## src/design/bcft_pkg.sv

```systemverilog
// package for the byte credit flow tracker: transaction types, mode and register codes
`timescale 1ns / 1ps

package bcft_pkg;

   // field widths
   localparam int unsigned MODE_WIDTH      = 3;
   localparam int unsigned BYTE_WIDTH      = 32;
   localparam int unsigned CSR_INDEX_WIDTH = 2;

   // transaction modes
   localparam logic [MODE_WIDTH-1:0] MODE_ADMIT          = 3'd0;
   localparam logic [MODE_WIDTH-1:0] MODE_CONSUME        = 3'd1;
   localparam logic [MODE_WIDTH-1:0] MODE_TAKE_RETURN    = 3'd2;
   localparam logic [MODE_WIDTH-1:0] MODE_PEEK_RETURN    = 3'd3;
   localparam logic [MODE_WIDTH-1:0] MODE_COMMIT_RETURN  = 3'd4;
   localparam logic [MODE_WIDTH-1:0] MODE_CONSUMER_EPOCH = 3'd5;
   localparam logic [MODE_WIDTH-1:0] MODE_PRODUCER_EPOCH = 3'd6;
   localparam logic [MODE_WIDTH-1:0] MODE_CLEAR          = 3'd7;

   // configuration register indexes
   localparam logic [CSR_INDEX_WIDTH-1:0] CSR_CAPACITY_BYTES     = 2'd0;
   localparam logic [CSR_INDEX_WIDTH-1:0] CSR_RETURN_BATCH_BYTES = 2'd1;

   // register reset values
   localparam logic [BYTE_WIDTH-1:0] CAPACITY_RESET     = 32'd4096;
   localparam logic [BYTE_WIDTH-1:0] RETURN_BATCH_RESET = 32'd1;

   // request transaction
   typedef struct packed {
      logic [MODE_WIDTH-1:0] mode;
      logic [BYTE_WIDTH-1:0] byte_count;
      logic                  force_req;
   } req_type;

   // response transaction
   typedef struct packed {
      logic                  admitted;
      logic [BYTE_WIDTH-1:0] return_bytes;
      logic [BYTE_WIDTH-1:0] outstanding_bytes;
      logic [BYTE_WIDTH-1:0] ring_bytes;
      logic [BYTE_WIDTH-1:0] window_remaining;
      logic [BYTE_WIDTH-1:0] consumed_total;
      logic [BYTE_WIDTH-1:0] violation_count;
      logic [BYTE_WIDTH-1:0] overuse_count;
      logic                  desync_flag;
   } rsp_type;

endpackage

```

## src/design/byte_credit_flow_tracker_core.sv

```systemverilog
// byte credit flow tracker: running totals, admit check, batched credit return
//
//   channel | direction | handshake           | payload
//   req     | in        | req_valid/req_ready | bcft_pkg::req_type
//   rsp     | out       | rsp_valid/rsp_ready | bcft_pkg::rsp_type
//   csr     | in        | csr_we              | csr_index, csr_wdata
//
// one transaction per cycle sustained while rsp_ready holds; an accepted req
// goes into the request register, then through one pass of 32-bit add/compare
// logic into the response register. reset clears the totals and counters and
// loads the register defaults. a stalled rsp holds the response register and
// backs up into the request register; req_ready falls only when both are full.
`timescale 1ns / 1ps

module byte_credit_flow_tracker_core (
   input  logic                                  clock,
   input  logic                                  reset,
   input  logic                                  req_valid,
   output logic                                  req_ready,
   input  bcft_pkg::req_type                     req_payload,
   output logic                                  rsp_valid,
   input  logic                                  rsp_ready,
   output bcft_pkg::rsp_type                     rsp_payload,
   input  logic                                  csr_we,
   input  logic [bcft_pkg::CSR_INDEX_WIDTH-1:0]  csr_index,
   input  logic [bcft_pkg::BYTE_WIDTH-1:0]       csr_wdata
);

   localparam int unsigned W = bcft_pkg::BYTE_WIDTH;

   // pipeline registers
   logic              req_valid_ff, req_valid_in;
   bcft_pkg::req_type req_ff, req_in;
   logic              rsp_valid_ff, rsp_valid_in;
   bcft_pkg::rsp_type rsp_ff, rsp_in;

   // configuration registers
   logic [W-1:0] capacity_ff, capacity_in;
   logic [W-1:0] batch_ff, batch_in;

   // tracker state
   logic [W-1:0] received_ff, received_in;
   logic [W-1:0] consumed_ff, consumed_in;
   logic [W-1:0] returned_ff, returned_in;
   logic [W-1:0] violations_ff, violations_in;
   logic [W-1:0] overuses_ff, overuses_in;
   logic         desync_ff, desync_in;

   logic         advance;
   logic [W-1:0] outst_pre, ring_pre, pend_pre, credit, outst_post;
   logic [W:0]   admit_sum;
   logic         admit_fit, admitted;
   logic [W-1:0] ret_bytes;

   // handshake: the request stage moves when the response register frees up
   assign advance   = req_valid_ff && (!rsp_valid_ff || rsp_ready);
   assign req_ready = !req_valid_ff || advance;
   assign rsp_valid   = rsp_valid_ff;
   assign rsp_payload = rsp_ff;

   // request register load
   always_comb begin
      req_valid_in = req_valid_ff;
      req_in       = req_ff;
      if (req_ready) begin
         req_valid_in = req_valid;
         req_in       = req_payload;
      end
   end

   // configuration writes, zero batch held as one
   always_comb begin
      capacity_in = capacity_ff;
      batch_in    = batch_ff;
      if (csr_we) begin
         if (csr_index == bcft_pkg::CSR_CAPACITY_BYTES) begin
            capacity_in = csr_wdata;
         end else if (csr_index == bcft_pkg::CSR_RETURN_BATCH_BYTES) begin
            batch_in = (csr_wdata == '0) ? W'(1) : csr_wdata;
         end
      end
   end

   // figures from the current totals
   assign outst_pre = received_ff - returned_ff;
   assign ring_pre  = received_ff - consumed_ff;
   assign pend_pre  = consumed_ff - returned_ff;
   assign admit_sum = {1'b0, outst_pre} + {1'b0, req_ff.byte_count};
   assign admit_fit = admit_sum <= {1'b0, capacity_ff};

   // pending credit offered to take and peek
   assign credit = (pend_pre == '0) ? '0 :
                   (!req_ff.force_req && (pend_pre < batch_ff)) ? '0 : pend_pre;

   // state update for one transaction
   always_comb begin
      received_in   = received_ff;
      consumed_in   = consumed_ff;
      returned_in   = returned_ff;
      violations_in = violations_ff;
      overuses_in   = overuses_ff;
      desync_in     = desync_ff;
      admitted      = 1'b0;
      ret_bytes     = '0;
      if (advance) begin
         case (req_ff.mode)
            bcft_pkg::MODE_ADMIT: begin
               if (admit_fit) begin
                  received_in = received_ff + req_ff.byte_count;
                  admitted    = 1'b1;
               end else begin
                  violations_in = violations_ff + W'(1);
                  desync_in     = 1'b1;
               end
            end
            bcft_pkg::MODE_CONSUME: begin
               if (req_ff.byte_count > ring_pre) begin
                  overuses_in = overuses_ff + W'(1);
                  consumed_in = received_ff;
               end else begin
                  consumed_in = consumed_ff + req_ff.byte_count;
               end
            end
            bcft_pkg::MODE_TAKE_RETURN: begin
               ret_bytes   = credit;
               returned_in = returned_ff + credit;
            end
            bcft_pkg::MODE_PEEK_RETURN: begin
               ret_bytes = credit;
            end
            bcft_pkg::MODE_COMMIT_RETURN: begin
               if (req_ff.byte_count > pend_pre) begin
                  returned_in = consumed_ff;
               end else begin
                  returned_in = returned_ff + req_ff.byte_count;
               end
            end
            bcft_pkg::MODE_CONSUMER_EPOCH: begin
               consumed_in = '0;
               returned_in = '0;
               desync_in   = 1'b0;
            end
            bcft_pkg::MODE_PRODUCER_EPOCH: begin
               received_in = '0;
            end
            default: begin
               received_in = '0;
               consumed_in = '0;
               returned_in = '0;
               desync_in   = 1'b0;
            end
         endcase
      end
   end

   // response built from the updated totals
   assign outst_post = received_in - returned_in;
   always_comb begin
      rsp_valid_in = rsp_valid_ff;
      rsp_in       = rsp_ff;
      if (advance) begin
         rsp_valid_in              = 1'b1;
         rsp_in.admitted           = admitted;
         rsp_in.return_bytes       = ret_bytes;
         rsp_in.outstanding_bytes  = outst_post;
         rsp_in.ring_bytes         = received_in - consumed_in;
         rsp_in.window_remaining   = (outst_post >= capacity_ff) ? '0
                                     : capacity_ff - outst_post;
         rsp_in.consumed_total     = consumed_in;
         rsp_in.violation_count    = violations_in;
         rsp_in.overuse_count      = overuses_in;
         rsp_in.desync_flag        = desync_in;
      end else if (rsp_ready) begin
         rsp_valid_in = 1'b0;
      end
   end

   // control and state registers
   always_ff @(posedge clock) begin
      if (reset) begin
         req_valid_ff  <= 1'b0;
         rsp_valid_ff  <= 1'b0;
         capacity_ff   <= bcft_pkg::CAPACITY_RESET;
         batch_ff      <= bcft_pkg::RETURN_BATCH_RESET;
         received_ff   <= '0;
         consumed_ff   <= '0;
         returned_ff   <= '0;
         violations_ff <= '0;
         overuses_ff   <= '0;
         desync_ff     <= 1'b0;
      end else begin
         req_valid_ff  <= req_valid_in;
         rsp_valid_ff  <= rsp_valid_in;
         capacity_ff   <= capacity_in;
         batch_ff      <= batch_in;
         received_ff   <= received_in;
         consumed_ff   <= consumed_in;
         returned_ff   <= returned_in;
         violations_ff <= violations_in;
         overuses_ff   <= overuses_in;
         desync_ff     <= desync_in;
      end
   end

   // payload registers
   always_ff @(posedge clock) begin
      req_ff <= req_in;
      rsp_ff <= rsp_in;
   end

   // a transaction that moves always lands in the response register
   a_advance_fills_rsp: assert property (@(posedge clock) disable iff (reset)
      advance |=> rsp_valid_ff)
      else $error("response register not loaded after advance");

   // counters only move with a transaction
   a_counters_hold: assert property (@(posedge clock) disable iff (reset)
      !advance |=> $stable(violations_ff) && $stable(overuses_ff) && $stable(received_ff))
      else $error("tracker state changed without a transaction");

   // clear zeroes the totals and drops desync
   a_clear_zeroes: assert property (@(posedge clock) disable iff (reset)
      advance && (req_ff.mode == bcft_pkg::MODE_CLEAR)
      |=> (received_ff == '0) && (consumed_ff == '0) && (returned_ff == '0) && !desync_ff)
      else $error("clear left state behind");

   // an admitted transaction never reports returned credit
   a_admit_no_return: assert property (@(posedge clock) disable iff (reset)
      rsp_valid_ff && rsp_ff.admitted |-> (rsp_ff.return_bytes == '0))
      else $error("admit reported return bytes");

   // batch register never holds zero
   a_batch_nonzero: assert property (@(posedge clock) disable iff (reset)
      batch_ff != '0)
      else $error("return batch register is zero");

endmodule

```

## config.mk

```make
export PLATFORM = sky130hd
export DESIGN_NAME = byte_credit_flow_tracker_core
export DESIGN_NICKNAME = d
export VERILOG_FILES = /design/src/design/bcft_pkg.sv /design/src/design/byte_credit_flow_tracker_core.sv
export SDC_FILE = /design/constraint.sdc
export NUM_CORES = 2
export LEC_CHECK = 0
export BUFFER_PORTS_ARGS = -buffer_cell sky130_fd_sc_hd__buf_2
export CORE_MARGIN = 10
export CORE_UTILIZATION = 38
export DETAILED_ROUTE_END_ITERATION = 10
export GPL_TIMING_DRIVEN = 0
export PLACE_DENSITY = 0.57
export SYNTH_ARGS = -nofsm -noshare
export SYNTH_HDL_FRONTEND = slang
export SYNTH_SLANG_ARGS = --single-unit
```

## constraint.sdc

```tcl
create_clock -name clock -period 26.3 [get_ports clock]
set_input_delay 2.63 -clock clock [delete_from_list [all_inputs] [get_ports clock]]
set_output_delay 2.63 -clock clock [all_outputs]
set_load 0.03 [all_outputs]
```

======== After elaboration in Yosys (flattened, before gate mapping) ========
Cells that the tools add are included.
word-level totals
  register bits after elaboration ......... 489
  output and inout bits ................... 228
  bits in latches ......................... 0
  bits in writable memories ............... 0
  bits in read-only memories .............. 0
  memories kept ........................... 0
cells by class
  bitwise logic cells ..................... 1
  order comparisons ....................... 5
  multiplexer cells ....................... 24
  equality and inequality tests ........... 7
  add/sub/neg operators ................... 13
  divide/modulo/power cells ............... 0
  multipliers ............................. 0
  shifts and indexed selects .............. 0
  reductions and logical operators ........ 19
operators by type and width
  kind                     number
  $mux W32                 15
  $sub A32 B32 Y32         6
  $add A32 B32 Y32         4
  $pmux W32 S2             2
  $pmux W32 S3             1
  $add A32 B1 Y32 const B  2
  $gt A32 B32 Y1           2
  $logic_not A32 Y1        2
  $add A32 B32 Y33         1
  $le A33 B32 Y1           1
  $ge A32 B32 Y1           1
  $lt A32 B32 Y1           1
  $reduce_or A5 Y1         3
  $eq A3 B3 Y1 const B     3
  $eq A3 B2 Y1 const B     2
  $mux W1                  5
  $reduce_or A4 Y1         1
  $eq A3 B1 Y1 const B     1
  $logic_not A1 Y1         3
  $logic_not A3 Y1         1
  $reduce_and A3 Y1        1
  $eq A2 B1 Y1 const B     1
  $logic_and A1 B1 Y1      2
  $logic_not A2 Y1         1
  6 further kinds          7

======== Depth between registers and ports, before layout ========
  depth in word-level cells ............... 10
  gate-level depth with buffers ........... 67
  mapped depth without buffers ............ 66

======== Worst setup path after synthesis ========
OpenSTA, ideal clock, no wires.
  kind .................................... input -> register
  from .................................... in rsp_ready
  to ...................................... reg rsp_ff (netlist bit rsp_payload[126]) (data pin)
  path slack .............................. 9.724 ns
  arrival time ............................ 16.318 ns
  required time ........................... 26.041 ns
  stages on the path ...................... 32
  setup time .............................. 0.259 ns
  cell sequence ........................... nor2b_1 -> nand2b_1 -> clkbuf_1 -> inv_1 -> clkbuf_1 -> o21ai_0 -> clkbuf_1 -> a22oi_1 -> inv_1 -> fa_1 -> a211oi_1 -> o211a_1 -> o21bai_1 -> o21bai_1 -> a21oi_1 -> xnor2_1 -> inv_1 -> ha_1 -> a21o_1 -> a21o_1 -> or3_1 -> o21ai_2 -> o21ai_2 -> maj3_2 -> maj3_2 -> maj3_2 -> o221ai_2 -> a21boi_2 -> a311o_2 -> o2111ai_2 -> nand3_1 -> nor3b_2
on the way
  word-level cells in the longest chain between the ends .. 5
ends and longest elaborated chain
  what                                                RTL line                                                                    text
  start, declared                                     byte_credit_flow_tracker_core.sv:22                                         input logic rsp_ready,
  $logic_or A1 B1 Y1 (*)                              byte_credit_flow_tracker_core.sv:56                                         assign advance = req_valid_ff && (!rsp_valid_ff || rsp_ready);
  $logic_and A1 B1 Y1 (*)                             byte_credit_flow_tracker_core.sv:56
  named net advance                                   byte_credit_flow_tracker_core.sv:49                                         logic advance;
  $mux W32 (*)                                        byte_credit_flow_tracker_core.sv:105                                        if (advance) begin
  named net received_in[1]                            byte_credit_flow_tracker_core.sv:42                                         logic [W-1:0] received_ff, received_in;
  $sub A32 B32 Y32 (*)                                byte_credit_flow_tracker_core.sv:157                                        assign outst_post = received_in - returned_in;
  named net outst_post[10]                            byte_credit_flow_tracker_core.sv:50                                         logic [W-1:0] outst_pre, ring_pre, pend_pre, credit, outst_post;
  $sub A32 B32 Y32 or $ge A32 B32 Y1 (tied branches)  byte_credit_flow_tracker_core.sv:168, byte_credit_flow_tracker_core.sv:167
  end signal, assigned                                byte_credit_flow_tracker_core.sv:208                                        rsp_ff <= rsp_in;
  end, declared                                       byte_credit_flow_tracker_core.sv:35                                         bcft_pkg::rsp_type rsp_ff, rsp_in;
Mark *: on every way through the listed nets, which the timed path passes. The rest lies on a longest branch.
A chain may end at the register's enable or synchronous reset.

======== Worst setup path after layout ========
  from .................................... reg received_ff[1]
  to ...................................... reg rsp_ff (netlist bit rsp_payload[125]) (data pin)
on the way
  word-level cells in the longest chain between the ends .. 8
ends and longest elaborated chain
  what                                                RTL line                                                                    text
  start, declared                                     byte_credit_flow_tracker_core.sv:42
  start signal, assigned                              byte_credit_flow_tracker_core.sv:196                                        received_ff <= received_in;
  $sub A32 B32 Y32                                    byte_credit_flow_tracker_core.sv:85                                         assign outst_pre = received_ff - returned_ff;
  $add A32 B32 Y33                                    byte_credit_flow_tracker_core.sv:88                                         assign admit_sum = {1'b0, outst_pre} + {1'b0, req_ff.byte_count};
  $le A33 B32 Y1                                      byte_credit_flow_tracker_core.sv:89                                         assign admit_fit = admit_sum <= {1'b0, capacity_ff};
  $mux W32                                            byte_credit_flow_tracker_core.sv:108                                        if (admit_fit) begin
  $pmux W32 S2                                        byte_credit_flow_tracker_core.sv:106                                        case (req_ff.mode)
  $mux W32 (*)                                        byte_credit_flow_tracker_core.sv:105
  named net received_in[1]                            byte_credit_flow_tracker_core.sv:42
  $sub A32 B32 Y32 (*)                                byte_credit_flow_tracker_core.sv:157
  $sub A32 B32 Y32 or $ge A32 B32 Y1 (tied branches)  byte_credit_flow_tracker_core.sv:168, byte_credit_flow_tracker_core.sv:167
Marked as above.

==> summary.txt <==
status -> completed
post-synthesis mux area share -> 0.466%
register area share after synthesis -> 33.3%
max cap viols -> 0
Worst Setup SP -> received_ff[1]
initial core utilization -> 38.4%
Routed Antenna Nets -> 0
type of the most critical hold path -> reg -> reg
chip width -> 333 um
H-tree levels -> 2
Max transition margin -> 6.62%
# clock sinks -> 489
crit path kind -> reg -> reg
RR Startpoint -> received_ff[1]
Worst Tran Pin Value -> 1.40 ns
Tcrit/Tclk final -> 65.0%
Top FF cell, synth -> edfxtp_1
FF-to-FF setup slack -> 9.20 ns
worst reg2reg path depth -> 60
CP max-delay cell -> o21ai_0
main combinational cell family by area after synthesis -> compound AO/OA/AOI/OAI gates
CP max stage delay -> 0.75 ns
syn_nets -> 4807
Adder-Cell Fraction of Synth Area -> 16.4%
first-pass GRT wire length -> 187000 um
Iteration-0 DRC Markers -> 2428
core outline area -> 0.0970 mm^2
Synth Area per Inst -> 8.76 um^2
Crit. End Element -> flip-flop
largest net degree at the start of global routing -> 68
vias in the first global route -> 31100
final net count -> 5172
XOR/XNOR share of the synthesized area -> 8.46%
worst path required time -> 26.73 ns
post-cts repair resize count -> 0
synth unique cells -> 99
fmax -> 58.5 MHz
clock tree buffer depth -> 3
Clock Latency Late Sink -> 0.69 ns
hold-fix buffers at CTS -> 0
CP Max Fanout -> 10
worst path arrival time -> 17.52 ns
compound-gate portion of the synthesized area -> 20.3%
Crit path top cell by count -> o21ai_0
drt via density -> 5.40
RR Endpoint -> rsp_payload[125]
asr flop ratio synth -> 0%
total grt overflow -> 0
CTS tree -> built
RSZ-0062 raised after global routing -> no
Setup crit end -> rsp_payload[125]
fin. max-slew vios -> 0
final hold vios -> 0
final setup vio count -> 0
Ports -> 303
Port Buf Inserts -> 301
drt drc -> 0
Pre-antenna DRT Iters -> 6
simple-gate share of the synthesized area -> 16.6%
Synth Warn # -> 0
die area -> 0.111 mm^2
Post-synth EDFFs -> 262
gr usage total -> 21.9%
Yosys reg bits -> 489
DRT Wirelength -> 127000 um
gpl congestion -> 0.929
Period minus WS final -> 17.10 ns
most frequent cells in the layout -> 466 x ha_1, 411 x nor2_1, 406 x a21oi_1, 333 x inv_1, 323 x nand2_1
Setup Skew -> 0.0416 ns
hpwl dp -> 105000 um
Netlist Area Pre-Place -> 0.0373 mm^2
Gate Count Post-Synth -> 4255
Die H -> 333 um
initial antenna violation count -> 2
share of layout cells above drive strength 1 -> 10.1%
CTS buffer count -> 58
Vias -> 32100
clock-pin slew on the worst setup and hold paths -> 0.07 ns
P&R area growth vs syn -> 13.6%
commonest non-fill, non-tap cell in the layout -> ha_1
Startpoint Class -> flip-flop
Setup TNS -> 0 ns
Setup Fix Bufs, Post-CTS -> 0
CTS root buf -> clkbuf_16
Routed WL per cell -> 21.3 um
# rows -> 114
[synthesized netlist by cell type (all sizes together) (30+ instances only)]
library cell  instances  area (um^2)
inv                 333         1250
nand4                60          375
a22oi                31          233
a21o                172         1290
nand2b               60          378
edfxtp              262         7870
clkbuf               89          334
a21oi               408         2060
xnor2               234         2070
o21a                 56          422
nor2                411         1540
o21bai               34          255
and3                 38          239
dfxtp               227         4540
nor2b               143          895
ha                  466         5830
nand3                85          425
nor3                 68          340
xor2                123         1080
nand2               324         1220
o21ai               191          963
a31oi                30          188
[sequential cells by signal, summed over array words and instances (netlist names)]
name           flops
rsp_payload      226
req_ff            36
batch_ff          32
capacity_ff       32
consumed_ff       32
overuses_ff       32
received_ff       32
returned_ff       32
violations_ff     32
desync_ff          1
req_valid_ff       1
rsp_valid          1
[cells by family after synthesis]
group                      after synthesis
buffers and inverters                  434
AOI/OAI and AO/OA                     1174
adders and majority gates              484
xor gates and xnor gates               357
DFF                                    489
and+or+nand+nor                       1300
muxes                                   17
[layout make-up]
cell class | instances | area (um^2)
Fill cell | 9794 | 54600
Multi-Input combinational cell | 3332 | 23200
Sequential cell | 489 | 12400
Timing Repair Buffer | 305 | 1610
Tap cell | 1276 | 1600
Clock buffer | 69 | 1510
Inverter | 333 | 1250
Buffer | 101 | 400
Clock inverter | 41 | 329
Antenna cell | 3 | 7.51
[layer usage]
metal  vias up  track usage, %  routed length, um
met5         -               0                  0
met4         0            6.01               3520
met1     15100            30.6              60800
met3       133            3.16               7340
li1      16000               -                  -
met2       897            34.8              55000
[through the flow]
step	std cells	hold WS, ns	instance area, um^2	utilization [%]	setup WS, ns
2_1_floorplan	4255	0.436	37300	-	9.72
3_3_place_gp	5832	0.444	40400	41.6	0.0572
3_5_place_dp	5836	0.450	40500	41.8	9.36
4_1_cts	5946	0.459	42300	43.7	9.35
5_1_grt	5948	0.473	42300	43.7	8.38
6_report	5949	0.461	42300	43.7	9.20
[worst max-delay path, delay by kind of cell (launching register included)]
| family | cells | cell delay, ns |
|---|---|---|
| buffers and inverters | 4 | 1.16 |
| flip-flops | 1 | 0.55 |
| AO/OA/AOI/OAI | 31 | 8.48 |
| AND/OR/NAND/NOR | 17 | 3.89 |
| adder cells (fa/ha/maj) | 5 | 1.89 |
| XOR/XNOR | 3 | 0.86 |
[how the worst min path moves through the flow]
stage	startpoint	to	depth (start not counted)
after CTS	batch_ff[14]	batch_ff[14]	2
after detailed placement	batch_ff[14]	batch_ff[14]	2
after global placement	batch_ff[22]	batch_ff[22]	2
after floorplan	batch_ff[0]	batch_ff[0]	2
after global routing	batch_ff[12]	batch_ff[12]	2
final	batch_ff[14]	batch_ff[14]	2
Power is not shown: default switching activity piles up to over one toggle a cycle in this logic, so the estimate is an artifact.
